[config.mk]
export PLATFORM = sky130hd
export DESIGN_NAME = alarm_expiry_queue
export DESIGN_NICKNAME = d
export VERILOG_FILES = /design/src/aeq_pkg.sv /design/src/alarm_expiry_queue.sv /design/src/aeq_slot_mem.sv /design/src/aeq_cmp_unit.sv
export SDC_FILE = /design/constraint.sdc
export NUM_CORES = 1
export LEC_CHECK = 0
export ABC_AREA = 1
export BUFFER_PORTS_ARGS = -buffer_cell sky130_fd_sc_hd__buf_2
export CAP_MARGIN = 10
export CORE_MARGIN = 5
export CORE_UTILIZATION = 40
export DETAILED_ROUTE_END_ITERATION = 8
export RECOVER_POWER = 50
export SLEW_MARGIN = 25
export SYNTH_ARGS = -nofsm -noshare
export SYNTH_HDL_FRONTEND = slang
export SYNTH_HIERARCHICAL = 1
export SYNTH_SLANG_ARGS = --single-unit
[constraint.sdc]
create_clock -name clock -period 3.94 [get_ports clock]
set_clock_uncertainty 0.1 [all_clocks]
set_input_delay 0.197 -clock clock [delete_from_list [all_inputs] [get_ports clock]]
set_output_delay 0.197 -clock clock [all_outputs]
set_load 0.02 [all_outputs]
[src/aeq_pkg.sv]
`default_nettype none

package aeq_pkg;

   // Queue depth and width of the free-running tick counter.
   localparam int MAX_ALARMS = 16;
   localparam int TICK_BITS  = 16;
   localparam int IDX_W      = $clog2(MAX_ALARMS);
   localparam int CNT_W      = $clog2(MAX_ALARMS + 1);

   // Command kinds.
   localparam logic [1:0] KIND_INSERT = 2'd0;
   localparam logic [1:0] KIND_REMOVE = 2'd1;
   localparam logic [1:0] KIND_POP    = 2'd2;

   // Result status codes.
   localparam logic [1:0] ST_OK      = 2'd0;
   localparam logic [1:0] ST_FULL    = 2'd1;
   localparam logic [1:0] ST_MISSING = 2'd2;
   localparam logic [1:0] ST_DUP     = 2'd3;

   typedef struct packed {
      logic [1:0]  kind;
      logic [3:0]  alarm_id;
      logic [15:0] expiry_tick;
      logic [15:0] now_tick;
   } aeq_req_type;

   typedef struct packed {
      logic [1:0]  status;
      logic        head_valid;
      logic [3:0]  head_id;
      logic [15:0] head_expiry;
      logic [4:0]  entry_count;
   } aeq_rsp_type;

   // One stored alarm.
   typedef struct packed {
      logic [3:0]           id;
      logic [TICK_BITS-1:0] expiry;
   } aeq_slot_type;

   // Control from the sequencer to the slot memory.
   typedef struct packed {
      logic               wr_en;
      logic [IDX_W-1:0]   wr_addr;
      aeq_slot_type       wr_data;
      logic [IDX_W-1:0]   rd_addr;
   } aeq_mem_port_type;

   // Flags from the shared compare unit.
   typedef struct packed {
      logic id_hit;
      logic later;
   } aeq_cmp_type;

endpackage

`default_nettype wire

[src/alarm_expiry_queue.sv]
// An insert scans every queued alarm, then moves the tail up past the insert position and
// writes the new alarm; a removal scans, then moves the tail down over the removed slot; a pop
// moves the tail down from slot zero. Every command ends by reading the head into the result.
// One command at a time: the sequencer reads and writes the slot memory in separate states.
// A new request is taken once the result is in the output register. Synchronous active-high
// reset empties the queue and the output.
`default_nettype none

module alarm_expiry_queue
   import aeq_pkg::*;
(
   input  wire logic        clock,
   input  wire logic        reset,
   input  wire logic        req_valid,
   output logic             req_stall,
   input  wire aeq_req_type req_data,
   output logic             rsp_valid,
   input  wire logic        rsp_stall,
   output aeq_rsp_type      rsp_data
);

   // Sequencer states.
   localparam logic [3:0] S_IDLE     = 4'd0;
   localparam logic [3:0] S_SCAN_RD  = 4'd1;
   localparam logic [3:0] S_SCAN_CMP = 4'd2;
   localparam logic [3:0] S_EVAL     = 4'd3;
   localparam logic [3:0] S_UP_RD    = 4'd4;
   localparam logic [3:0] S_UP_WR    = 4'd5;
   localparam logic [3:0] S_PUT      = 4'd6;
   localparam logic [3:0] S_DN_RD    = 4'd7;
   localparam logic [3:0] S_DN_WR    = 4'd8;
   localparam logic [3:0] S_HEAD_RD  = 4'd9;
   localparam logic [3:0] S_HEAD_CAP = 4'd10;

   logic [3:0]       state_ff, state_in;
   aeq_req_type      cmd_ff, cmd_in;
   logic [CNT_W-1:0] count_ff, count_in;
   logic [CNT_W-1:0] idx_ff, idx_in;
   logic [CNT_W-1:0] pos_ff, pos_in;
   logic [CNT_W-1:0] hit_ff, hit_in;
   logic             found_ff, found_in;
   logic             pos_set_ff, pos_set_in;
   logic [1:0]       status_ff, status_in;
   logic             rsp_valid_ff, rsp_valid_in;
   aeq_rsp_type      rsp_ff, rsp_in;

   logic [CNT_W-1:0] idx_inc;
   logic [CNT_W-1:0] idx_dec;
   aeq_mem_port_type mem_port;
   aeq_slot_type     mem_rd;
   aeq_cmp_type      cmp;

   // The slots hold the queue in order, head in slot zero. Only data from slots below
   // the fill count is ever used, so the memory needs no clearing after reset.
   aeq_slot_mem u_slot_mem (
      .clock    (clock),
      .mem_port (mem_port),
      .rd_data  (mem_rd)
   );

   // The one compare unit serves every step of a scan: it checks the id of the
   // slot just read and whether that slot expires later than the new alarm,
   // both distances taken from the command's own tick.
   aeq_cmp_unit u_cmp_unit (
      .slot       (mem_rd),
      .key_id     (cmd_ff.alarm_id),
      .key_expiry (cmd_ff.expiry_tick[TICK_BITS-1:0]),
      .now_tick   (cmd_ff.now_tick[TICK_BITS-1:0]),
      .result     (cmp)
   );

   assign idx_inc = idx_ff + 1'b1;
   assign idx_dec = idx_ff - 1'b1;

   always_comb begin
      state_in     = state_ff;
      cmd_in       = cmd_ff;
      count_in     = count_ff;
      idx_in       = idx_ff;
      pos_in       = pos_ff;
      hit_in       = hit_ff;
      found_in     = found_ff;
      pos_set_in   = pos_set_ff;
      status_in    = status_ff;
      rsp_valid_in = rsp_valid_ff;
      rsp_in       = rsp_ff;
      mem_port     = '0;

      // The output register frees up when its beat is taken.
      if (rsp_valid_ff && !rsp_stall) begin
         rsp_valid_in = 1'b0;
      end

      case (state_ff)
         S_IDLE: begin
            if (req_valid) begin
               cmd_in     = req_data;
               idx_in     = '0;
               pos_in     = count_ff;
               hit_in     = '0;
               found_in   = 1'b0;
               pos_set_in = 1'b0;
               status_in  = ST_OK;
               case (req_data.kind)
                  KIND_INSERT, KIND_REMOVE: begin
                     state_in = (count_ff == '0) ? S_EVAL : S_SCAN_RD;
                  end
                  KIND_POP: begin
                     if (count_ff == '0) begin
                        status_in = ST_MISSING;
                        state_in  = S_HEAD_RD;
                     end else begin
                        state_in = S_DN_RD;
                     end
                  end
                  default: begin
                     // The unused kind only reports the head.
                     state_in = S_HEAD_RD;
                  end
               endcase
            end
         end

         // Scan every queued slot: note the first id match and the first slot
         // that expires strictly later than the new alarm.
         S_SCAN_RD: begin
            mem_port.rd_addr = idx_ff[IDX_W-1:0];
            state_in         = S_SCAN_CMP;
         end

         S_SCAN_CMP: begin
            if (cmp.id_hit && !found_ff) begin
               found_in = 1'b1;
               hit_in   = idx_ff;
            end
            if (cmp.later && !pos_set_ff) begin
               pos_set_in = 1'b1;
               pos_in     = idx_ff;
            end
            if (idx_inc == count_ff) begin
               state_in = S_EVAL;
            end else begin
               idx_in   = idx_inc;
               state_in = S_SCAN_RD;
            end
         end

         S_EVAL: begin
            if (cmd_ff.kind == KIND_INSERT) begin
               // A duplicate id is reported ahead of a full queue.
               if (found_ff) begin
                  status_in = ST_DUP;
                  state_in  = S_HEAD_RD;
               end else if (count_ff == CNT_W'(MAX_ALARMS)) begin
                  status_in = ST_FULL;
                  state_in  = S_HEAD_RD;
               end else if (pos_ff == count_ff) begin
                  state_in = S_PUT;
               end else begin
                  idx_in   = count_ff;
                  state_in = S_UP_RD;
               end
            end else begin
               if (!found_ff) begin
                  status_in = ST_MISSING;
                  state_in  = S_HEAD_RD;
               end else begin
                  idx_in   = hit_ff;
                  state_in = S_DN_RD;
               end
            end
         end

         // Open a gap at the insert position, moving the tail up one slot.
         S_UP_RD: begin
            mem_port.rd_addr = idx_dec[IDX_W-1:0];
            state_in         = S_UP_WR;
         end

         S_UP_WR: begin
            mem_port.wr_en   = 1'b1;
            mem_port.wr_addr = idx_ff[IDX_W-1:0];
            mem_port.wr_data = mem_rd;
            idx_in           = idx_dec;
            state_in         = (idx_dec == pos_ff) ? S_PUT : S_UP_RD;
         end

         S_PUT: begin
            mem_port.wr_en          = 1'b1;
            mem_port.wr_addr        = pos_ff[IDX_W-1:0];
            mem_port.wr_data.id     = cmd_ff.alarm_id;
            mem_port.wr_data.expiry = cmd_ff.expiry_tick[TICK_BITS-1:0];
            count_in                = count_ff + 1'b1;
            state_in                = S_HEAD_RD;
         end

         // Close the hole left by a removed alarm, moving the tail down.
         S_DN_RD: begin
            if (idx_inc >= count_ff) begin
               count_in = count_ff - 1'b1;
               state_in = S_HEAD_RD;
            end else begin
               mem_port.rd_addr = idx_inc[IDX_W-1:0];
               state_in         = S_DN_WR;
            end
         end

         S_DN_WR: begin
            mem_port.wr_en   = 1'b1;
            mem_port.wr_addr = idx_ff[IDX_W-1:0];
            mem_port.wr_data = mem_rd;
            idx_in           = idx_inc;
            state_in         = S_DN_RD;
         end

         S_HEAD_RD: begin
            mem_port.rd_addr = '0;
            state_in         = S_HEAD_CAP;
         end

         // Hold the head read until the output register can take the result.
         S_HEAD_CAP: begin
            mem_port.rd_addr = '0;
            if (!rsp_valid_ff || !rsp_stall) begin
               rsp_valid_in       = 1'b1;
               rsp_in.status      = status_ff;
               rsp_in.entry_count = 5'(count_ff);
               if (count_ff != '0) begin
                  rsp_in.head_valid  = 1'b1;
                  rsp_in.head_id     = mem_rd.id;
                  rsp_in.head_expiry = 16'(mem_rd.expiry);
               end else begin
                  rsp_in.head_valid  = 1'b0;
                  rsp_in.head_id     = '0;
                  rsp_in.head_expiry = '0;
               end
               state_in = S_IDLE;
            end
         end

         default: begin
            state_in = S_IDLE;
         end
      endcase
   end

   always_ff @(posedge clock) begin
      if (reset) begin
         state_ff     <= S_IDLE;
         count_ff     <= '0;
         rsp_valid_ff <= 1'b0;
      end else begin
         state_ff     <= state_in;
         count_ff     <= count_in;
         rsp_valid_ff <= rsp_valid_in;
      end
      cmd_ff     <= cmd_in;
      idx_ff     <= idx_in;
      pos_ff     <= pos_in;
      hit_ff     <= hit_in;
      found_ff   <= found_in;
      pos_set_ff <= pos_set_in;
      status_ff  <= status_in;
      rsp_ff     <= rsp_in;
   end

   // A request beat is taken only while the sequencer is idle.
   assign req_stall = (state_ff != S_IDLE);
   assign rsp_valid = rsp_valid_ff;
   assign rsp_data  = rsp_ff;

endmodule

`default_nettype wire

[src/aeq_slot_mem.sv]
`default_nettype none

module aeq_slot_mem
   import aeq_pkg::*;
(
   input  wire logic             clock,
   input  wire aeq_mem_port_type mem_port,
   output aeq_slot_type          rd_data
);

   aeq_slot_type slots_ff [MAX_ALARMS];
   aeq_slot_type rd_data_ff;

   // One write port and one read port; read data is registered.
   always_ff @(posedge clock) begin
      if (mem_port.wr_en) begin
         slots_ff[mem_port.wr_addr] <= mem_port.wr_data;
      end
      rd_data_ff <= slots_ff[mem_port.rd_addr];
   end

   assign rd_data = rd_data_ff;

endmodule

`default_nettype wire

[src/aeq_cmp_unit.sv]
`default_nettype none

module aeq_cmp_unit
   import aeq_pkg::*;
(
   input  wire aeq_slot_type         slot,
   input  wire logic [3:0]           key_id,
   input  wire logic [TICK_BITS-1:0] key_expiry,
   input  wire logic [TICK_BITS-1:0] now_tick,
   output aeq_cmp_type               result
);

   logic [TICK_BITS-1:0] slot_dist;
   logic [TICK_BITS-1:0] key_dist;

   // Distances to expiry wrap modulo the counter range.
   assign slot_dist     = slot.expiry - now_tick;
   assign key_dist      = key_expiry - now_tick;
   assign result.id_hit = (slot.id == key_id);
   assign result.later  = (slot_dist > key_dist);

endmodule

`default_nettype wire

# Word level (Yosys, flattened, before mapping)
# Memory sizes are Yosys's and may differ from the RTL's. A register that Yosys moved wholly into a read port is not among the register bits.
# Index checks and enable logic that the tools add are counted.
[totals]
wordCells = 135
memories = 1
mem_bits_rw = 320
mem_bits_ro = 0
reg_bits = 95
input_bits = 42
latchBits = 0
[classes]
bitwise = 0
n_reduce_logical = 28
shifts = 0
n_mux = 51
add_sub_neg = 6
n_eq_ne = 29
mul = 0
magnitude_cmp = 2
div = 0
[mem_list]
columns = ["memory", "words", "width", "rd", "rd_ports_with_merged_regs", "wr", "line_no", "text"]
rows = [
  ["u_slot_mem.slots_ff", 16, 20, 1, 1, 1, "aeq_slot_mem.sv:11", "aeq_slot_type slots_ff [MAX_ALARMS];"],
]
[op_table]
columns = ["op", "count"]
rows = [
  ["5-bit two-way mux", 11],
  ["25-bit case mux with 2 select lines", 1],
  ["4-bit case mux with 11 select lines", 1],
  ["4-bit two-way mux", 8],
  ["16-bit subtractor", 2],
  ["5-bit case mux with 2 select lines", 3],
  ["5-bit case mux with 5 select lines", 1],
  ["2-bit two-way mux", 11],
  ["21-bit two-way mux", 1],
  ["4-bit by 3-bit == test with 1-bit output, second input constant", 4],
  ["16-bit greater-than comparator", 1],
  ["5-bit == test", 3],
  ["3-bit != test, second input constant", 5],
  ["4-bit == test, second input constant", 3],
  ["2-bit != test, second input constant", 6],
  ["4-bit case mux with 3 select lines", 1],
  ["5-bit by 1-bit adder with 5-bit output, second input constant", 2],
  ["5-bit nonzero test", 2],
  ["5-bit by 1-bit subtractor with 5-bit output, second input constant", 2],
  ["1-bit two-way mux", 9],
  ["4-bit by 2-bit == test with 1-bit output, second input constant", 2],
  ["4-bit case mux with 2 select lines", 1],
  ["2-bit AND reduction", 4],
  ["7-bit AND reduction", 1],
  ["other kinds (20)", 31],
]

# Logic depth before layout (Yosys ltp)
# Gate-level depths: netlist of the first run.
[depth]
depth_word = 6
depth_mapped = 22
ltp_nobuf = 21

# By module
# The synthesis of the first run kept the hierarchy.
[by_module_without_submodules]
columns = ["mod", "seq_area_each_um2", "instances", "area_per_inst_um2", "cells_per_inst"]
rows = [
  ["aeq_slot_mem", 10009.6, 1, 14192.4, 1336],
  ["alarm_expiry_queue", 2752.6, 1, 4550.6, 447],
  ["aeq_cmp_unit", 0.0, 1, 2254.7, 418],
]

# Worst setup path after synthesis of the first run
# OpenSTA, ideal clock, no wires.
[synth_path]
kind = "register to register"
startpoint = "reg state_ff[1]"
endpoint = "reg found_ff, enable pin"
period_less_slack_ns = 3.326
t_arrival_ns = 2.906
path_stages_with_launch = 6
path_slack_ns = 0.614
setup_ns = 0.320
cell_sequence = "dfxtp_1 nor2_1 nand2_1 nor2_1 inv_1 nand2_1"
[synth_via]
elab_chain_len = 3
[synth_rtl]
columns = ["element", "line_no", "text"]
rows = [
  ["from (decl)", "alarm_expiry_queue.sv:35", "logic [3:0] state_ff, state_in;"],
  ["from (signal assigned)", "alarm_expiry_queue.sv:253", "state_ff <= state_in;"],
  ["4-bit by 2-bit == test with 1-bit output / 4-bit zero test (equally long branches)", "alarm_expiry_queue.sv:94", "case (state_ff)"],
  ["2-bit != test (no source line) / 2-bit nonzero test (equally long branches)", "-", ""],
  ["3-bit AND reduction (no source line) *", "-", ""],
  ["to (signal assigned)", "alarm_expiry_queue.sv:261", "found_ff <= found_in;"],
  ["to (decl)", "alarm_expiry_queue.sv:41", "logic found_ff, found_in;"],
]
# Mark *: on every way between the ends. The rest lies on a longest branch, timed or not.
# A chain may end at the register's enable or synchronous reset.

==> results of run 1 <==
## final cells by class
cell class | instances | area, µm² | area share
sequential | 435 | 12800 | 0.527
multi-input combinational | 1278 | 6310 | 0.260
inverter | 412 | 1550 | 0.0639
clock buffer | 60 | 1280 | 0.0530
timing repair buffer | 165 | 1220 | 0.0503
tap | 688 | 861 | 0.0355
clock inverter | 25 | 253 | 0.0104
## flip-flops by register name, summed over array words and instances, names as in the netlist
| name | cells |
|---|---|
| pos_set_ff | 1 |
| state_ff | 4 |
| found_ff | 1 |
| rsp_valid | 1 |
| cmd_ff | 38 |
| rsp_data | 28 |
| status_ff | 2 |
| hit_ff | 5 |
| count_ff | 5 |
| u_slot_mem/slots_ff | 320 |
| u_slot_mem/rd_data | 20 |
| idx_ff | 5 |
| pos_ff | 5 |
## synth_stat cells (2+ instances only)
cell type / number / area share
sky130_fd_sc_hd__or2_2: 2 / 0.00060
sky130_fd_sc_hd__inv_2: 14 / 0.0025
sky130_fd_sc_hd__o21ai_0: 15 / 0.0036
sky130_fd_sc_hd__nor2_4: 2 / 0.0011
sky130_fd_sc_hd__o21bai_1: 5 / 0.0018
sky130_fd_sc_hd__edfxtp_1: 405 / 0.58
sky130_fd_sc_hd__clkbuf_1: 22 / 0.0039
sky130_fd_sc_hd__and2_1: 5 / 0.0015
sky130_fd_sc_hd__dfxtp_1: 30 / 0.029
sky130_fd_sc_hd__buf_1: 6 / 0.0011
sky130_fd_sc_hd__buf_2: 32 / 0.0076
sky130_fd_sc_hd__nand2_1: 686 / 0.12
sky130_fd_sc_hd__nand4_1: 9 / 0.0027
sky130_fd_sc_hd__nand2_2: 5 / 0.0015
sky130_fd_sc_hd__buf_6: 12 / 0.0064
sky130_fd_sc_hd__nor2_1: 77 / 0.014
sky130_fd_sc_hd__o211ai_1: 2 / 0.00071
sky130_fd_sc_hd__xor2_1: 13 / 0.0054
sky130_fd_sc_hd__inv_1: 396 / 0.071
sky130_fd_sc_hd__nand3_1: 281 / 0.067
sky130_fd_sc_hd__o221ai_1: 3 / 0.0013
sky130_fd_sc_hd__nor3_2: 4 / 0.0019
sky130_fd_sc_hd__a21oi_1: 47 / 0.011
sky130_fd_sc_hd__o22ai_1: 4 / 0.0012
sky130_fd_sc_hd__nor2_2: 3 / 0.00089
sky130_fd_sc_hd__nand3b_1: 9 / 0.0032
sky130_fd_sc_hd__nor4_1: 2 / 0.00060
sky130_fd_sc_hd__buf_4: 4 / 0.0014
sky130_fd_sc_hd__a32o_1: 20 / 0.0095
sky130_fd_sc_hd__fa_1: 3 / 0.0029
sky130_fd_sc_hd__nor3_1: 4 / 0.00095
sky130_fd_sc_hd__xnor2_1: 12 / 0.0050
sky130_fd_sc_hd__ha_1: 56 / 0.033
## per-layer routing
metal	up-vias	wire length, µm	part of all wire	track usage
li1	7417	-	-	-
met1	7304	24700	0.45	0.262
met2	481	26500	0.48	0.325
met3	93	2910	0.052	0.0299
met4	0	1350	0.024	0.0526
met5	-	0	0	0
## how the worst max path moves through the flow
stage / startpoint / endpoint / slack [ps]
floorplan: state_ff[1]$_SDFFE_PP0P_ / found_ff$_DFFE_PP_ / 610
global placement: idx_ff[0]$_DFFE_PP_ / u_slot_mem/rd_data[0]$_DFF_P_ / 310
detailed placement: idx_ff[0]$_DFFE_PP_ / u_slot_mem/rd_data[0]$_DFF_P_ / 250
CTS: idx_ff[0]$_DFFE_PP_ / u_slot_mem/rd_data[0]$_DFF_P_ / 240
global route: idx_ff[0]$_DFFE_PP_ / u_slot_mem/rd_data[0]$_DFF_P_ / 30
finish: idx_ff[0]$_DFFE_PP_ / u_slot_mem/rd_data[0]$_DFF_P_ / 310
## per-stage QoR
step           cells  utilization
2_1_floorplan   2201            -
3_3_place_gp    2935        0.428
3_5_place_dp    2935        0.428
4_1_cts         3062        0.466
5_1_grt         3063        0.464
6_report        3063        0.464
## repair_timing
action / 4_1_cts / 5_1_grt
hold buffers: 42 / 0
resized for setup: 0 / 1
setup buffers: 0 / 1
endpoints found under the hold margin: 50 / 0
setup endpoints to repair: 0 / 10
## kinds of logic (layout without fill, tap and decap cells)
logic type / Yosys count / in the layout / share of synthesized area
AND/OR/NAND/NOR: 1091 / 1091 / 0.219
buffers and inverters: 488 / 662 / 0.0943
flip-flops: 435 / 435 / 0.608
AO/OA/AOI/OAI: 103 / 103 / 0.0320
adder cells (fa/ha/maj): 59 / 59 / 0.0362
XOR/XNOR: 25 / 25 / 0.0104
## power by group through the flow
stage	logic (mW)	registers [mW]	clock network, mW
2_1_floorplan	4.53	6.07	0
3_3_place_gp	6.20	6.24	0
3_5_place_dp	6.29	6.24	0
4_1_cts	6.35	6.16	4.47
5_1_grt	7.13	6.21	4.68
6_report	6.32	6.18	4.35
## worst max-delay path: stages, from the launching register on
cell and delay, ps:
sky130_fd_sc_hd__edfxtp_1 480, sky130_fd_sc_hd__ha_1 280, sky130_fd_sc_hd__nand3_1 90, sky130_fd_sc_hd__nand2_1 50, sky130_fd_sc_hd__nand2_1 100, sky130_fd_sc_hd__inv_1 50, sky130_fd_sc_hd__ha_1 280, sky130_fd_sc_hd__nand2_1 60
sky130_fd_sc_hd__inv_1 40, sky130_fd_sc_hd__nor4_1 200, sky130_fd_sc_hd__nand2_1 140, sky130_fd_sc_hd__nor2_2 210, sky130_fd_sc_hd__inv_1 110, sky130_fd_sc_hd__a31oi_4 300, sky130_fd_sc_hd__inv_4 160, sky130_fd_sc_hd__buf_12 230
sky130_fd_sc_hd__nand2_1 100, sky130_fd_sc_hd__nand2_1 50, sky130_fd_sc_hd__nand2_1 50, sky130_fd_sc_hd__nand3_1 60, sky130_fd_sc_hd__nand3_1 90, sky130_fd_sc_hd__nand2_1 170
==> tab_implementation.tex, run 1 <==
\begin{tabular}{lr}
\hline
Metric & Value \\
\hline
\multicolumn{2}{l}{\textbf{Placement}} \\
\quad Routability cong. & 0.964 \\
\quad Pre-CTS WS & 253 ps \\
\quad Number of buffers inserted by port buffering & 71 \\
\quad HPWL after DPL & 36,400 µm \\
\quad Placed Instance Area & 22,400 µm² \\
\multicolumn{2}{l}{\textbf{Min path}} \\
\quad Kind of path behind the tightest hold check & primary input to flip-flop \\
\quad Startpoint of the most critical hold path & req\_data[26] \\
\quad Sink of the worst hold path & cmd\_ff[26]\$\_DFFE\_PP\_ \\
\quad Instance count along the most critical hold path & 2 \\
\multicolumn{2}{l}{\textbf{Clocking}} \\
\quad Insertion delay of the later-clocked pin in the worst-skew pair & 580 ps \\
\quad Max H-tree Level & 2 \\
\quad Number of buffers inserted during clock tree synthesis & 46 \\
\quad Clock Sink Count & 435 \\
\quad TritonCTS clock tree & yes \\
\quad Root buffer cell & sky130\_fd\_sc\_hd\_\_clkbuf\_16 \\
\quad Clock Path Buffers & 3 \\
\quad Clock slew seen by the registers of the worst setup and hold paths & 60 ps \\
\multicolumn{2}{l}{\textbf{Cells and area}} \\
\quad Most common cell after layout, fill and taps aside & sky130\_fd\_sc\_hd\_\_nand2\_1 \\
\quad Filler instances & 4,790 \\
\quad \# diodes & 0 \\
\quad Finished Cell Area & 24,200 µm² \\
\quad Synth-to-Final Area Change & 15.4\% \\
\quad Net count of the finished layout & 2,439 \\
\quad Share of cells above drive strength 1 & 0.0813 \\
\quad Leading cell types in the layout, fill and taps excluded & 688 x sky130\_fd\_sc\_hd\_\_nand2\_1, 405 x sky130\_fd\_sc\_hd\_\_edfxtp\_1, 400 x sky130\_fd\_sc\_hd\_\_inv\_1 \\
\multicolumn{2}{l}{\textbf{Worst setup path}} \\
\quad Setup slack, reg-to-reg & 310 ps \\
\quad Reg-to-reg critical path endpoint & u\_slot\_mem/rd\_data[0]\$\_DFF\_P\_ \\
\quad Number of cells on the worst reg-to-reg path & 21 \\
\quad Type of destination of the critical path & flip-flop \\
\quad Category of the critical setup timing path & flip-flop to flip-flop \\
\quad Required time at the endpoint of the critical path & 4260 ps \\
\quad Worst-path fanout max & 71 \\
\quad Critical register-to-register path startpoint & idx\_ff[0]\$\_DFFE\_PP\_ \\
\quad Startpoint types & flip-flop \\
\quad Data arrival, critical path & 3950 ps \\
\multicolumn{2}{l}{\textbf{Global routing}} \\
\quad Number of antenna violations at the first check in global routing & 1 \\
\quad GRT Resource Usage Total & 0.193 \\
\quad Global-route wire length before repair & 86,300 µm \\
\quad Number of global-route vias before repair & 15,048 \\
\quad Gr ovfl total & 0 \\
\quad Largest net degree at the start of global routing & 77 \\
\multicolumn{2}{l}{\textbf{Power and ir drop}} \\
\quad Fraction of power consumed by combinational cells & 0.375 \\
\quad Worst vdd ir & 0.000292 V \\
\quad PwrDens & 695 nW/µm² \\
\quad Fraction of power spent switching nets & 0.383 \\
\quad Int Power & 10.4 mW \\
\quad Flop pwr share & 0.367 \\
\quad Sw Pwr & 6.45 mW \\
\quad Leakage & 10.7 nW \\
\quad Post-layout power & 16.8 mW \\
\quad Clk pwr share & 0.258 \\
\multicolumn{2}{l}{\textbf{Timing}} \\
\quad Worst hold margin & 234 ps \\
\quad Final number of hold-violating endpoints & 0 \\
\quad Max-slew violation count & 67 \\
\quad Slew margin rel. & -0.446 \\
\quad Tmin final & 3630 ps \\
\quad Setup repair after global routing missed its margin & no \\
\quad Final clock period utilization by the worst path & 0.921 \\
\quad Slew @ Worst Pin & 2170 ps \\
\quad PnR worst setup slack & 311 ps \\
\quad Timing-limited maximum frequency & 276 MHz \\
\quad Count of endpoints failing setup in the final report & 0 \\
\quad Total Negative Setup Slacks & 0 ps \\
\multicolumn{2}{l}{\textbf{Status}} \\
\quad Failing checks & capacitance limit, slew limit \\
\quad Outcome & finished with violations \\
\multicolumn{2}{l}{\textbf{Job}} \\
\quad Total of max-cap violations & 2 \\
\multicolumn{2}{l}{\textbf{Logic synthesis}} \\
\quad Post-Syn Nets & 2,302 \\
\quad Primary flip-flop cell chosen by synthesis mapping & sky130\_fd\_sc\_hd\_\_edfxtp\_1 \\
\quad Synthesized instance count & 2,201 \\
\quad Syn Std Cell Area & 21,000 µm² \\
\quad Synthesis Warnings & 6 \\
\quad Unique masters post-synth & 44 \\
\quad Post-synth ARST share & 0 \\
\quad Number of enable-type register cells in the synthesized netlist & 405 \\
\quad Post-synthesis area per instance & 9.54 µm² \\
\quad Proportion of synthesized chip area in sequential cells & 0.608 \\
\quad Total of flip-flops plus latches after synthesis & 435 \\
\multicolumn{2}{l}{\textbf{Floorplanning}} \\
\quad Std-Cell Rows & 84 \\
\quad Placeable core area & 52,200 µm² \\
\quad Io pins & 72 \\
\quad Overall die width & 239 µm \\
\quad Die Y & 239 µm \\
\quad Total Die Area & 57,200 µm² \\
\quad Initial Utilization & 0.402 \\
\multicolumn{2}{l}{\textbf{Route}} \\
\quad Number of routed nets with antenna violations & 0 \\
\quad Violation count after the first detailed-route iteration & 1,330 \\
\quad Drt wl/cell & 18.1 µm \\
\quad Avg Vias per Cell & 4.99 \\
\quad Drt pass-1 iters & 5 \\
\quad Residual DRC & 0 \\
\quad Count of vias placed by the detailed router & 15,295 \\
\quad Sum of routed wire length over all layers & 55,500 µm \\
\hline
\end{tabular}
(Power assumes the default switching activity.)
==> run 2: changes to the inputs <==
--- a/config.mk
+++ b/config.mk
@@ -10,7 +10,10 @@
 export CAP_MARGIN = 10
 export CORE_MARGIN = 5
 export CORE_UTILIZATION = 40
+export CTS_CLUSTER_SIZE = 16
 export DETAILED_ROUTE_END_ITERATION = 8
+export GPL_TIMING_DRIVEN = 0
+export MAX_ROUTING_LAYER = met4
 export RECOVER_POWER = 50
 export SLEW_MARGIN = 25
 export SYNTH_ARGS = -nofsm -noshare
==> tab_implementation.tex, run 2 (same netlist as run 1, synthesis figures left out) <==
\begin{tabular}{lr}
\hline
Metric & Value \\
\hline
\multicolumn{2}{l}{\textbf{Power and ir drop}} \\
\quad Clk pwr share & 0.259 \\
\quad Post-layout power & 17.3 mW \\
\quad Leakage & 10.9 nW \\
\quad Int Power & 10.6 mW \\
\quad Sw Pwr & 6.71 mW \\
\quad PwrDens & 700 nW/µm² \\
\quad Fraction of power consumed by combinational cells & 0.389 \\
\quad Flop pwr share & 0.353 \\
\quad Fraction of power spent switching nets & 0.388 \\
\quad Worst vdd ir & 0.000401 V \\
\multicolumn{2}{l}{\textbf{Cells and area}} \\
\quad Flip-flop count of the largest register after layout & 320 \\
\quad Share of cells above drive strength 1 & 0.0908 \\
\quad Leading cell types in the layout, fill and taps excluded & 688 x sky130\_fd\_sc\_hd\_\_nand2\_1, 405 x sky130\_fd\_sc\_hd\_\_edfxtp\_1, 400 x sky130\_fd\_sc\_hd\_\_inv\_1 \\
\quad Area used by multi-input combinational logic & 6370 µm² \\
\quad \# diodes & 0 \\
\quad Most common cell after layout, fill and taps aside & sky130\_fd\_sc\_hd\_\_nand2\_1 \\
\quad Filler instances & 4,818 \\
\quad Post-layout util & 0.472 \\
\quad Largest register by flop count & u\_slot\_mem/slots\_ff \\
\quad Area occupied by registers & 12,800 µm² \\
\quad Synth-to-Final Area Change & 17.5\% \\
\quad Net count of the finished layout & 2,484 \\
\multicolumn{2}{l}{\textbf{Floorplanning}} \\
\quad Die Y & 239 µm \\
\quad Total Die Area & 57,200 µm² \\
\quad Placeable core area & 52,200 µm² \\
\quad Std-Cell Rows & 84 \\
\quad Overall die width & 239 µm \\
\quad Initial Utilization & 0.402 \\
\quad Io pins & 72 \\
\multicolumn{2}{l}{\textbf{Route}} \\
\quad Drt wl/cell & 18.3 µm \\
\quad Sum of routed wire length over all layers & 56,800 µm \\
\quad Count of vias placed by the detailed router & 15,413 \\
\quad Number of routed nets with antenna violations & 0 \\
\quad Avg Vias per Cell & 4.95 \\
\quad Violation count after the first detailed-route iteration & 1,218 \\
\quad Drt pass-1 iters & 5 \\
\quad Residual DRC & 0 \\
\multicolumn{2}{l}{\textbf{Job}} \\
\quad Total of max-cap violations & 0 \\
\multicolumn{2}{l}{\textbf{Worst setup path}} \\
\quad Startpoint types & flip-flop \\
\quad Worst setup path endpoint & u\_slot\_mem/rd\_data[4]\$\_DFF\_P\_ \\
\quad Setup slack, reg-to-reg & 180 ps \\
\quad Data arrival, critical path & 4100 ps \\
\quad Reg-to-reg critical path endpoint & u\_slot\_mem/rd\_data[4]\$\_DFF\_P\_ \\
\quad Critical register-to-register path startpoint & idx\_ff[3]\$\_DFFE\_PP\_ \\
\quad Category of the critical setup timing path & flip-flop to flip-flop \\
\quad Start point of the critical path & idx\_ff[3]\$\_DFFE\_PP\_ \\
\quad Required time at the endpoint of the critical path & 4280 ps \\
\quad Number of cells on the worst reg-to-reg path & 15 \\
\quad Worst-path fanout max & 10 \\
\quad Type of destination of the critical path & flip-flop \\
\multicolumn{2}{l}{\textbf{Timing}} \\
\quad Final clock period utilization by the worst path & 0.954 \\
\quad Timing-limited maximum frequency & 266 MHz \\
\quad Worst hold margin & 229 ps \\
\quad Setup repair after global routing missed its margin & no \\
\quad Count of endpoints failing setup in the final report & 0 \\
\quad Max-slew violation count & 0 \\
\quad Slew @ Worst Pin & 1460 ps \\
\quad Tmin final & 3760 ps \\
\quad Slew margin rel. & 0.0260 \\
\quad Final number of hold-violating endpoints & 0 \\
\multicolumn{2}{l}{\textbf{Global routing}} \\
\quad Layer carrying the most global-route usage & met2 \\
\quad Met2 demand-to-capacity share in global routing & 0.343 \\
\quad Gr ovfl total & 0 \\
\quad Global-route wire length before repair & 87,300 µm \\
\quad Number of global-route vias before repair & 15,384 \\
\quad Number of antenna violations at the first check in global routing & 0 \\
\quad Fraction of met1 tracks used by global routing & 0.258 \\
\quad Largest net degree at the start of global routing & 27 \\
\quad GRT Resource Usage Total & 0.203 \\
\quad Global routing met3 resource utilization & 0.0270 \\
\multicolumn{2}{l}{\textbf{Clocking}} \\
\quad Clock Sink Count & 435 \\
\quad TritonCTS clock tree & yes \\
\quad Insertion delay of the later-clocked pin in the worst-skew pair & 580 ps \\
\quad Root buffer cell & sky130\_fd\_sc\_hd\_\_clkbuf\_16 \\
\quad Clock Path Buffers & 3 \\
\quad Max H-tree Level & 2 \\
\quad Clock slew seen by the registers of the worst setup and hold paths & 60 ps \\
\quad Number of buffers inserted during clock tree synthesis & 48 \\
\multicolumn{2}{l}{\textbf{Placement}} \\
\quad HPWL after DPL & 40,900 µm \\
\quad Number of buffers inserted by port buffering & 71 \\
\quad Routability cong. & 0.911 \\
\multicolumn{2}{l}{\textbf{Min path}} \\
\quad Kind of path behind the tightest hold check & primary input to flip-flop \\
\multicolumn{2}{l}{\textbf{Status}} \\
\quad Outcome & complete, no violations \\
\hline
\end{tabular}
-- run 2: cell count changes in the layout (fill, tap and decap cells not counted), moves of 3 or more --
| cell | delta |
|---|---|
| sky130_fd_sc_hd__clkbuf_1 | +21 |
| sky130_fd_sc_hd__clkbuf_4 | +3 |
| sky130_fd_sc_hd__clkbuf_2 | +7 |
| sky130_fd_sc_hd__buf_4 | -34 |
| sky130_fd_sc_hd__clkbuf_8 | -4 |
| sky130_fd_sc_hd__buf_16 | +8 |
| sky130_fd_sc_hd__buf_2 | +36 |
| sky130_fd_sc_hd__buf_6 | +12 |
| sky130_fd_sc_hd__nor2_4 | +17 |
| sky130_fd_sc_hd__clkbuf_16 | +4 |
| sky130_fd_sc_hd__buf_12 | -5 |
| sky130_fd_sc_hd__nor2_2 | -17 |
-- run 2: power groups by stage --
stage | Sequential [mW] | Combinational, mW | Clock (mW)
6_report | 6.09 | 6.71 | 4.47
5_1_grt | 6.14 | 7.49 | 4.75
2_1_floorplan | 6.07 | 4.53 | 0
3_5_place_dp | 6.17 | 6.65 | 0
3_3_place_gp | 6.19 | 6.45 | 0
4_1_cts | 6.08 | 6.72 | 4.57
-- run 2: per-layer routing --
metal,routed length [µm],vias up
met2,27700,476
met1,24000,7326
met4,1700,0
li1,-,7507
met5,0,-
met3,3410,104
-- run 2: how the worst min path moves through the flow --
stage,endpoint,start,depth (start not counted),slack (ps)
finish,cmd_ff[10]$_DFFE_PP_,req_data[10],2,230
global route,cmd_ff[34]$_DFFE_PP_,req_data[34],2,210
CTS,cmd_ff[34]$_DFFE_PP_,req_data[34],2,180
detailed placement,cmd_ff[28]$_DFFE_PP_,req_data[28],1,280
global placement,cmd_ff[31]$_DFFE_PP_,req_data[31],1,280
floorplan,count_ff[4]$_SDFFE_PP0P_,reset,1,170
-- run 2: timing repair --
| action | 4_1_cts | 5_1_grt |
|---|---|---|
| resized for setup | 7 | 17 |
| hold endpoints to repair | 60 | 0 |
| setup buffers | 0 | 2 |
| hold buffers | 42 | 0 |
| pin swaps | 0 | 1 |
| endpoints found under the setup margin | 20 | 20 |
-- run 2: worst max-delay path: stages (launching register included) --
cell and delay (ps):
sky130_fd_sc_hd__edfxtp_1 480, sky130_fd_sc_hd__inv_1 230, sky130_fd_sc_hd__xor2_1 370, sky130_fd_sc_hd__ha_1 310, sky130_fd_sc_hd__nand2_1 80, sky130_fd_sc_hd__a21oi_1 50
sky130_fd_sc_hd__nor4_1 180, sky130_fd_sc_hd__nand2_1 150, sky130_fd_sc_hd__nor2_4 160, sky130_fd_sc_hd__nand2_1 70, sky130_fd_sc_hd__nand2_1 70, sky130_fd_sc_hd__clkbuf_1 320
sky130_fd_sc_hd__buf_1 620, sky130_fd_sc_hd__nand3_1 170, sky130_fd_sc_hd__nand3_1 140, sky130_fd_sc_hd__nand2_1 110
-- run 2: final cells by class --
| class | instances | area share |
|---|---|---|
| Buffer | 76 | 0.0179 |
| Clock buffer | 68 | 0.0551 |
| Clock inverter | 22 | 0.00903 |
| Inverter | 412 | 0.0629 |
| Multi-Input combinational cell | 1278 | 0.258 |
| Sequential cell | 435 | 0.517 |
| Tap cell | 688 | 0.0349 |
| Timing Repair Buffer | 132 | 0.0445 |
-- run 2: metrics by stage --
step	setup slack (ps)	setup TNS, ps	area (µm²)	std cells
2_1_floorplan	614	0	21000	2201
3_3_place_gp	-453	-12090	22200	2960
3_5_place_dp	-268	-3650	22700	2977
4_1_cts	27.3	0	24800	3109
5_1_grt	26.4	0	24700	3111
6_report	181	0	24700	3111
==> run 3: changes to the inputs <==
--- a/config.mk
+++ b/config.mk
@@ -8,7 +8,7 @@
 export ABC_AREA = 1
 export BUFFER_PORTS_ARGS = -buffer_cell sky130_fd_sc_hd__buf_2
 export CAP_MARGIN = 10
-export CORE_MARGIN = 5
+export CORE_MARGIN = 8
 export CORE_UTILIZATION = 40
 export CTS_CLUSTER_SIZE = 16
 export DETAILED_ROUTE_END_ITERATION = 8
==> tab_implementation.tex, run 3 (same netlist as run 1, synthesis figures left out) <==
\begin{tabular}{lr}
\hline
Metric & Value \\
\hline
\multicolumn{2}{l}{\textbf{Global routing}} \\
\quad GRT Resource Usage Total & 0.191 \\
\quad Largest net degree at the start of global routing & 27 \\
\quad Gr ovfl total & 0 \\
\quad Global-route wire length before repair & 86,400 µm \\
\quad Number of global-route vias before repair & 15,041 \\
\quad Number of antenna violations at the first check in global routing & 0 \\
\multicolumn{2}{l}{\textbf{Timing}} \\
\quad Final number of hold-violating endpoints & 0 \\
\quad Count of endpoints failing setup in the final report & 0 \\
\quad Timing-limited maximum frequency & 271 MHz \\
\quad Slew @ Worst Pin & 1070 ps \\
\quad Slew margin rel. & 0.288 \\
\quad Setup repair after global routing missed its margin & no \\
\quad PnR worst setup slack & 252 ps \\
\quad Tmin final & 3690 ps \\
\quad Final clock period utilization by the worst path & 0.936 \\
\quad Max-slew violation count & 0 \\
\multicolumn{2}{l}{\textbf{Worst setup path}} \\
\quad Reg-to-reg critical path endpoint & u\_slot\_mem/rd\_data[0]\$\_DFF\_P\_ \\
\quad Startpoint types & flip-flop \\
\quad Number of cells on the worst reg-to-reg path & 15 \\
\quad Worst-path fanout max & 10 \\
\quad Worst setup path endpoint & u\_slot\_mem/rd\_data[0]\$\_DFF\_P\_ \\
\quad Start point of the critical path & idx\_ff[0]\$\_DFFE\_PP\_ \\
\quad Required time at the endpoint of the critical path & 4300 ps \\
\quad Critical Path Most Common Cell & sky130\_fd\_sc\_hd\_\_nand2\_1 \\
\quad CP max stage delay & 560 ps \\
\quad Type of destination of the critical path & flip-flop \\
\quad Setup slack, reg-to-reg & 250 ps \\
\quad Critical register-to-register path startpoint & idx\_ff[0]\$\_DFFE\_PP\_ \\
\quad Data arrival, critical path & 4050 ps \\
\quad Cell chain of the critical path & clkinv\_2 > ha\_1 > ha\_1 > nand2\_1 > nor2\_1 > o21ai\_0 > nand2\_1 > nor2\_4 > nand2\_1 > nand2\_1 > inv\_1 > clkbuf\_1 > nand3\_1 > nand3\_1 > nand2\_1 \\
\quad Critical-path cell with the highest stage delay & sky130\_fd\_sc\_hd\_\_clkbuf\_1 \\
\quad Category of the critical setup timing path & flip-flop to flip-flop \\
\multicolumn{2}{l}{\textbf{Min path}} \\
\quad Kind of path behind the tightest hold check & primary input to flip-flop \\
\multicolumn{2}{l}{\textbf{Clocking}} \\
\quad Max H-tree Level & 2 \\
\quad Number of buffers inserted during clock tree synthesis & 46 \\
\quad TritonCTS clock tree & yes \\
\quad Clock Path Buffers & 3 \\
\quad Clock slew seen by the registers of the worst setup and hold paths & 60 ps \\
\quad Insertion delay of the later-clocked pin in the worst-skew pair & 600 ps \\
\quad Clock Sink Count & 435 \\
\quad Root buffer cell & sky130\_fd\_sc\_hd\_\_clkbuf\_16 \\
\multicolumn{2}{l}{\textbf{Floorplanning}} \\
\quad Std-Cell Rows & 84 \\
\quad Initial Utilization & 0.402 \\
\quad Die Y & 245 µm \\
\quad Overall die width & 245 µm \\
\quad Total Die Area & 60,100 µm² \\
\quad Placeable core area & 52,200 µm² \\
\quad Io pins & 72 \\
\multicolumn{2}{l}{\textbf{Cells and area}} \\
\quad Most common cell after layout, fill and taps aside & sky130\_fd\_sc\_hd\_\_nand2\_1 \\
\quad \# diodes & 0 \\
\quad Flip-flop count of the largest register after layout & 320 \\
\quad Filler instances & 4,793 \\
\quad Net count of the finished layout & 2,483 \\
\quad Share of cells above drive strength 1 & 0.0975 \\
\quad Leading cell types in the layout, fill and taps excluded & 686 x sky130\_fd\_sc\_hd\_\_nand2\_1, 405 x sky130\_fd\_sc\_hd\_\_edfxtp\_1, 396 x sky130\_fd\_sc\_hd\_\_inv\_1 \\
\quad Synth-to-Final Area Change & 17.2\% \\
\quad Post-layout util & 0.471 \\
\quad Finished Cell Area & 24,600 µm² \\
\quad Largest register by flop count & u\_slot\_mem/slots\_ff \\
\multicolumn{2}{l}{\textbf{Route}} \\
\quad Drt wl/cell & 18.2 µm \\
\quad Residual DRC & 0 \\
\quad Number of routed nets with antenna violations & 0 \\
\quad Drt pass-1 iters & 6 \\
\quad Count of vias placed by the detailed router & 15,493 \\
\quad Sum of routed wire length over all layers & 56,700 µm \\
\quad Avg Vias per Cell & 4.98 \\
\quad Violation count after the first detailed-route iteration & 1,138 \\
\multicolumn{2}{l}{\textbf{Placement}} \\
\quad Placed Instance Area & 22,700 µm² \\
\quad HPWL after DPL & 40,400 µm \\
\quad Routability cong. & 0.962 \\
\quad Number of buffers inserted by port buffering & 71 \\
\quad Pre-CTS WS & -199 ps \\
\multicolumn{2}{l}{\textbf{Power and ir drop}} \\
\quad Flop pwr share & 0.355 \\
\quad Leakage & 10.9 nW \\
\quad Int Power & 10.3 mW \\
\quad Fraction of power consumed by combinational cells & 0.398 \\
\quad Fraction of power spent switching nets & 0.396 \\
\quad Worst vdd ir & 0.000310 V \\
\quad Clk pwr share & 0.247 \\
\quad Sw Pwr & 6.78 mW \\
\quad PwrDens & 695 nW/µm² \\
\multicolumn{2}{l}{\textbf{Status}} \\
\quad Outcome & complete, no violations \\
\multicolumn{2}{l}{\textbf{Job}} \\
\quad Total of max-cap violations & 0 \\
\hline
\end{tabular}
==> run 3: changes by cell type in the layout (fill, tap and decap cells not counted), moves of 3 or more <==
cell	before	now
sky130_fd_sc_hd__inv_2	9	14
sky130_fd_sc_hd__buf_4	3	8
sky130_fd_sc_hd__nor2_4	17	20
sky130_fd_sc_hd__nor2_1	62	59
sky130_fd_sc_hd__clkbuf_1	75	68
sky130_fd_sc_hd__clkbuf_16	50	46
sky130_fd_sc_hd__nand3_1	282	279
sky130_fd_sc_hd__nand3_2	0	3
sky130_fd_sc_hd__clkinv_2	9	13
sky130_fd_sc_hd__inv_1	400	396
==> run 3: layer usage <==
layer / track usage / vias up / part of all wire
li1: - / 7514 / -
met2: 0.312 / 516 / 0.48
met1: 0.238 / 7355 / 0.42
met4: 0.0806 / 0 / 0.036
met5: - / - / 0
met3: 0.0270 / 108 / 0.066
==> run 3: repair_timing <==
| action | in CTS | in global routing |
|---|---|---|
| setup buffers | 0 | 5 |
| endpoints found under the setup margin | 20 | 20 |
| resized for setup | 8 | 16 |
| pin swaps | 0 | 1 |
| hold endpoints to repair | 70 | 0 |
| hold buffers | 42 | 0 |
==> run 3: how the worst min path moves through the flow <==
stage / from / end / slack, ps / cells past startpoint
4_1_cts: req_data[4] / cmd_ff[4]$_DFFE_PP_ / 180 / 2
6_report: req_data[34] / cmd_ff[34]$_DFFE_PP_ / 210 / 2
3_3_place_gp: req_data[31] / cmd_ff[31]$_DFFE_PP_ / 280 / 1
5_1_grt: req_data[33] / cmd_ff[33]$_DFFE_PP_ / 210 / 2
3_5_place_dp: req_data[21] / cmd_ff[21]$_DFFE_PP_ / 280 / 1
2_1_floorplan: reset / count_ff[4]$_SDFFE_PP0P_ / 170 / 1
==> run 3: stage by stage <==
step	std cells	power [mW]	TNS (ps)	hold WS (ps)
floorplan	2201	10.6	0	166
global placement	2960	12.6	-9160	276
detailed placement	2976	12.8	-1960	275
CTS	3104	17.1	0	178
global route	3108	18.2	0	211
finish	3108	17.1	0	212
==> run 3: layout make-up <==
cell class | count | area, µm² | area share
Sequential cell | 435 | 12800 | 0.519
Multi-Input combinational cell | 1278 | 6400 | 0.260
Inverter | 412 | 1550 | 0.0630
Clock buffer | 63 | 1250 | 0.0510
Timing Repair Buffer | 134 | 1110 | 0.0451
Tap cell | 688 | 861 | 0.0350
Buffer | 75 | 455 | 0.0185
Clock inverter | 23 | 211 | 0.00859
==> run 3: power by group through the flow <==
| stage | clock [mW] | combinational [mW] | sequential (mW) |
|---|---|---|---|
| 2_1_floorplan | 0 | 4.53 | 6.07 |
| 3_3_place_gp | 0 | 6.45 | 6.18 |
| 3_5_place_dp | 0 | 6.64 | 6.16 |
| 4_1_cts | 4.32 | 6.71 | 6.08 |
| 5_1_grt | 4.48 | 7.56 | 6.12 |
| 6_report | 4.22 | 6.81 | 6.07 |
==> run 3: critical path, delay by kind of cell (launching register included) <==
family          cells  cell delay (ps)
compound gates      1              110
fa+ha+maj           2              770
buf+inv             3              950
flops               1              470
simple gates        9             1140
